==> src/rtl/nrps_pkg.sv <==
// nrps_pkg: shared types and constants of the nearest reference point search
// used by nrps_front, nrps_back and the top level; no dependencies
package nrps_pkg;

    localparam int POINTS_DEF     = 1024;
    localparam int COORD_BITS_DEF = 24;

    // fixed field widths
    localparam int INDEX_W     = 10;
    localparam int COUNT_W     = 11;
    localparam int DIST_W      = 25;
    localparam int COUNT_RESET = 1024;

    localparam logic [DIST_W-1:0] DIST_MAX = {DIST_W{1'b1}};

    // result tdata: nearest_index, min_distance, padded to bytes
    localparam int M_TDATA_W = ((INDEX_W + DIST_W + 7) / 8) * 8;

    // command queue between front and back
    localparam int QUEUE_DEPTH = 4;

    // mode field encoding
    localparam logic MODE_WRITE = 1'b0;
    localparam logic MODE_QUERY = 1'b1;

    typedef enum logic {
        KIND_WRITE = 1'b0,
        KIND_QUERY = 1'b1
    } t_kind;

    typedef struct packed {
        logic  valid;
        t_kind kind;
    } t_cmd_ctl;

endpackage

==> src/rtl/nrps_front.sv <==
// nrps_front: input stream acceptance, item classification and command queue
// depends on nrps_pkg
module nrps_front #(
    parameter int POINTS     = nrps_pkg::POINTS_DEF,
    parameter int COORD_BITS = nrps_pkg::COORD_BITS_DEF,
    localparam int IW        = nrps_pkg::INDEX_W,
    localparam int TDATA_W   = ((IW + 2 * COORD_BITS + 7) / 8) * 8
) (
    input  logic                  i_clk,
    input  logic                  i_rst_n,
    input  logic                  i_s_axis_tvalid,
    output logic                  o_s_axis_tready,
    input  logic [TDATA_W-1:0]    i_s_axis_tdata,
    input  logic [0:0]            i_s_axis_tuser,
    output nrps_pkg::t_cmd_ctl    o_cmd,
    input  logic                  i_cmd_ready,
    output logic [IW-1:0]         o_cmd_index,
    output logic [COORD_BITS-1:0] o_cmd_x,
    output logic [COORD_BITS-1:0] o_cmd_y
);

    localparam int DEPTH = nrps_pkg::QUEUE_DEPTH;
    localparam int PW    = (DEPTH > 1) ? $clog2(DEPTH) : 1;
    localparam int CNT_W = $clog2(DEPTH + 1);
    localparam int CMP_W = ($clog2(POINTS + 1) > IW) ? $clog2(POINTS + 1) : IW;

    nrps_pkg::t_kind       r_kind [DEPTH];
    logic [IW-1:0]         r_index [DEPTH];
    logic [COORD_BITS-1:0] r_x [DEPTH];
    logic [COORD_BITS-1:0] r_y [DEPTH];
    logic [PW-1:0]         r_wr_ptr;
    logic [PW-1:0]         r_rd_ptr;
    logic [CNT_W-1:0]      r_count;

    nrps_pkg::t_kind in_kind;
    logic [IW-1:0]   in_index;
    logic            in_keep;
    logic            push;
    logic            pop;

    // classify: writes past the table are dropped here
    assign in_index = i_s_axis_tdata[IW-1:0];
    assign in_kind  = (i_s_axis_tuser[0] == nrps_pkg::MODE_QUERY) ?
                      nrps_pkg::KIND_QUERY : nrps_pkg::KIND_WRITE;
    assign in_keep  = (in_kind == nrps_pkg::KIND_QUERY) ||
                      (CMP_W'(in_index) < CMP_W'(POINTS));

    assign o_s_axis_tready = (r_count != CNT_W'(DEPTH));
    assign push = i_s_axis_tvalid && o_s_axis_tready && in_keep;
    assign pop  = o_cmd.valid && i_cmd_ready;

    always_ff @(posedge i_clk) begin
        if (!i_rst_n) begin
            r_wr_ptr <= '0;
            r_rd_ptr <= '0;
            r_count  <= '0;
        end else begin
            if (push) begin
                r_kind[r_wr_ptr]  <= in_kind;
                r_index[r_wr_ptr] <= in_index;
                r_x[r_wr_ptr]     <= i_s_axis_tdata[IW +: COORD_BITS];
                r_y[r_wr_ptr]     <= i_s_axis_tdata[IW + COORD_BITS +: COORD_BITS];
                r_wr_ptr          <= PW'(r_wr_ptr + 1'b1);
            end
            if (pop) begin
                r_rd_ptr <= PW'(r_rd_ptr + 1'b1);
            end
            if (push && !pop) begin
                r_count <= CNT_W'(r_count + 1'b1);
            end else if (pop && !push) begin
                r_count <= CNT_W'(r_count - 1'b1);
            end
        end
    end

    assign o_cmd.valid = (r_count != '0);
    assign o_cmd.kind  = r_kind[r_rd_ptr];
    assign o_cmd_index = r_index[r_rd_ptr];
    assign o_cmd_x     = r_x[r_rd_ptr];
    assign o_cmd_y     = r_y[r_rd_ptr];

endmodule

==> config.mk <==
export PLATFORM = sky130hd
export DESIGN_NAME = nrps_front
export DESIGN_NICKNAME = d
export VERILOG_FILES = /design/src/rtl/nrps_pkg.sv /design/src/rtl/nrps_front.sv
export SDC_FILE = /design/constraint.sdc
export NUM_CORES = 1
export LEC_CHECK = 0
export BUFFER_PORTS_ARGS = -buffer_cell sky130_fd_sc_hd__buf_2
export CAP_MARGIN = 10
export CORE_ASPECT_RATIO = 2
export CORE_MARGIN = 1.5
export CORE_UTILIZATION = 30
export CTS_CLUSTER_DIAMETER = 50
export CTS_CLUSTER_SIZE = 20
export DETAILED_ROUTE_END_ITERATION = 10
export SETUP_SLACK_MARGIN = 0.5
export SYNTH_ARGS = -nofsm -noshare
export SYNTH_HDL_FRONTEND = slang
export SYNTH_SLANG_ARGS = --single-unit
==> constraint.sdc <==
create_clock -name i_clk -period 9.4 [get_ports i_clk]
set_input_delay 2.82 -clock i_clk [delete_from_list [all_inputs] [get_ports i_clk]]
set_output_delay 2.82 -clock i_clk [all_outputs]
set_load 0.005 [all_outputs]
==> results.toml <==
[clocking]
clk_root_buffer_cell = "clkbuf_16"
numClockSinks = 245
hold_buffers = 0
cts_tree = "built"
htree_levels = 1
clockBufferDepth = 3
cts.repair.resized = 0
post_cts_buffers = 0
cts_buffers = 19
clock_latency_ps = 500
clkSlewWorstSetupHoldPaths_ps = 80

[floorplan]
core_area_mm2 = 0.0295
rows = 89
pin_count = 130
fp.dieH_um = 248
start_util = 0.305
die_area_mm2 = 0.0311
die_w_um = 125

[power]
pwr_density_cell_mw_per_mm2 = 249
p_total_uw = 2630
power_leakage_uw = 0.00344
vdd_drop_max_uv = 130

[final_layout]
antennaDiodeCount = 0
fillers = 2640
final_area_mm2 = 0.0106
drive_gt1_frac = 0.439
nNetsFinal = 562
synthToLayoutAreaGrowth_pct = 17.7

[route]
drt-pass1-iter-count = 6
drc_errors = 0
via_per_inst = 4.61
route.vias.total = 3970
wire_per_inst_um = 20.2
drt-initial-drc-count = 275
ant_nets = 0
routed_wl_um = 17400

[worst_setup_path]
setup.worst_path.end = "o_cmd_y[9]"
arrival_ps = 2680
worstSetupPathType = "flop to primary output"
reg2reg_depth = 8
worstReg2RegStart = "r_count[0]"
r2r_end = "r_count[2]"
critPathLaunchType = "flop"
end_kind = "primary output"
r2r_slack_ps = 7080
crit_fanout = 39
required_ps = 6580

[run]
drv_cap = 0

[synth]
synthCells = 357
synth-seq-area-share = 0.807
yosys_warnings = 0
synth-seq-cells = 245
synth_cell_type_count = 25
postSynthNetCount = 432
synth_area_mm2 = 0.00900
synth_area_per_cell_um2 = 25.2

[outcome]
status = "complete, no violations"

[min_path]
worstHoldStart = "r_wr_ptr[1]"
hp-class = "flop to flop"

[timing]
finClkSkew_ps = 12.0
slew_headroom = 0.334
setup_violations = 0
final_max_slew_viol_count = 0
fmax_mhz = 182
hold_ws_ps = 536
period_share = 0.585
final.setup.worst_slack_ps = 3900
fin_crit_ps = 5500
hold_viol = 0
tightestPinTransition_ps = 999
rsz0062_at_grt = "false"
setup_tns_ps = 0

[placed_design]
port_buffers = 123
place_area_mm2 = 0.00999
dp_hpwl_um = 10100
gp_congestion = 0.626
pre_cts_slack_ps = 4290

[grt]
antenna_found_initial = 2
gr-usage-all-layers = 0.111
grt_pass1_wl_um = 26000
grt_max_degree = 60
grt_pass1_vias = 4484
grt-ovfl-total = 0
layout by cell type, fill, tap and decap left out:
master / n
nand2_1: 5
a21boi_0: 1
fa_1: 1
clkinv_1: 1
mux4_2: 59
inv_8: 2
bufinv_16: 1
mux2i_1: 3
clkbuf_1: 2
o31ai_1: 1
ha_1: 5
edfxtp_1: 236
clkinvlp_4: 1
buf_4: 1
clkinv_2: 1
inv_6: 2
xnor2_1: 3
clkbuf_16: 19
or3_1: 2
buf_2: 123
o21ai_0: 1
nor2b_1: 1
inv_12: 1
dfxtp_1: 7
clkinv_8: 1
and3_4: 4
nor2_1: 1
and2_1: 4
dfxtp_4: 2
xor2_1: 1
inv_1: 3
o311ai_0: 1
a21boi_2: 1
worst min-delay path by stage:
stage	endpoint	slack (ps)	cells after the start
after global routing	r_wr_ptr[1]	570	2
after global placement	r_wr_ptr[1]	480	2
after detailed placement	r_wr_ptr[1]	530	2
after floorplan	r_wr_ptr[1]	470	2
after CTS	r_wr_ptr[1]	540	2
final	r_wr_ptr[1]	540	2
flip-flops by register name, summed over array words and instances, names as in the netlist, named ones only:
signal,count
r_kind,4
r_index,40
r_rd_ptr,2
r_wr_ptr,2
r_x,96
r_y,96
r_count,3
final cells by class:
class / count / area, µm² / area share
inverter: 3 / 11.3 / 0.00106
sequential: 245 / 7270 / 0.687
multi-input combinational: 94 / 1630 / 0.154
tap: 364 / 455 / 0.0430
clock buffer: 21 / 483 / 0.0456
clock inverter: 10 / 119 / 0.0112
timing repair buffer: 124 / 623 / 0.0588
metrics by stage:
step,instances,util
detailed placement,830,0.339
CTS,861,0.359
finish,861,0.359
floorplan,357,-
global route,861,0.359
global placement,830,0.339
logic make-up (layout without fill, tap and decap cells):
| kind of cell | count (synthesis) | count (layout) | share of synthesized area |
|---|---|---|---|
| buffers and inverters | 18 | 158 | 0.0140 |
| muxes | 62 | 62 | 0.151 |
| AOI/OAI and AO/OA | 5 | 5 | 0.00445 |
| xor gates and xnor gates | 4 | 4 | 0.00389 |
| adders and majority gates | 6 | 6 | 0.00917 |
| DFF | 245 | 245 | 0.807 |
| and+or+nand+nor | 17 | 17 | 0.0101 |
worst max-delay path, stage by stage, from the launching register on:
cell     delay, ps
dfxtp_4        910
buf_4          520
mux4_2         580
buf_2          150
power breakdown:
group          switching (µW)  internal, µW
registers                89.0          1270
clock network             392           413
logic                     192           276
total                     673          1960
cell usage after synthesis:
library cell / instances / area share
a21boi_0: 1 / 0.00083
a21boi_2: 1 / 0.0013
and2_1: 4 / 0.0028
and3_1: 4 / 0.0028
buf_12: 2 / 0.0044
buf_2: 3 / 0.0017
buf_4: 4 / 0.0033
buf_6: 1 / 0.0013
clkbuf_1: 5 / 0.0021
dfxtp_1: 9 / 0.020
edfxtp_1: 236 / 0.79
fa_1: 1 / 0.0022
ha_1: 5 / 0.0070
inv_1: 3 / 0.0013
mux2i_1: 3 / 0.0033
mux4_2: 59 / 0.15
nand2_1: 5 / 0.0021
nor2_1: 1 / 0.00042
nor2b_1: 1 / 0.00070
o21ai_0: 1 / 0.00056
o311ai_0: 1 / 0.00097
o31ai_1: 1 / 0.00083
or3_1: 2 / 0.0014
xnor2_1: 3 / 0.0029
xor2_1: 1 / 0.00097
metal layers:
layer | track usage | part of all wire | vias up
met2 | 0.211 | 0.57 | 74
met4 | 0.0508 | 0.030 | 4
li1 | - | - | 1773
met5 | 0 | 0.0017 | -
met3 | 0.0183 | 0.038 | 32
met1 | 0.119 | 0.36 | 2087
No activity file was read; power rests on OpenSTA's default activity.
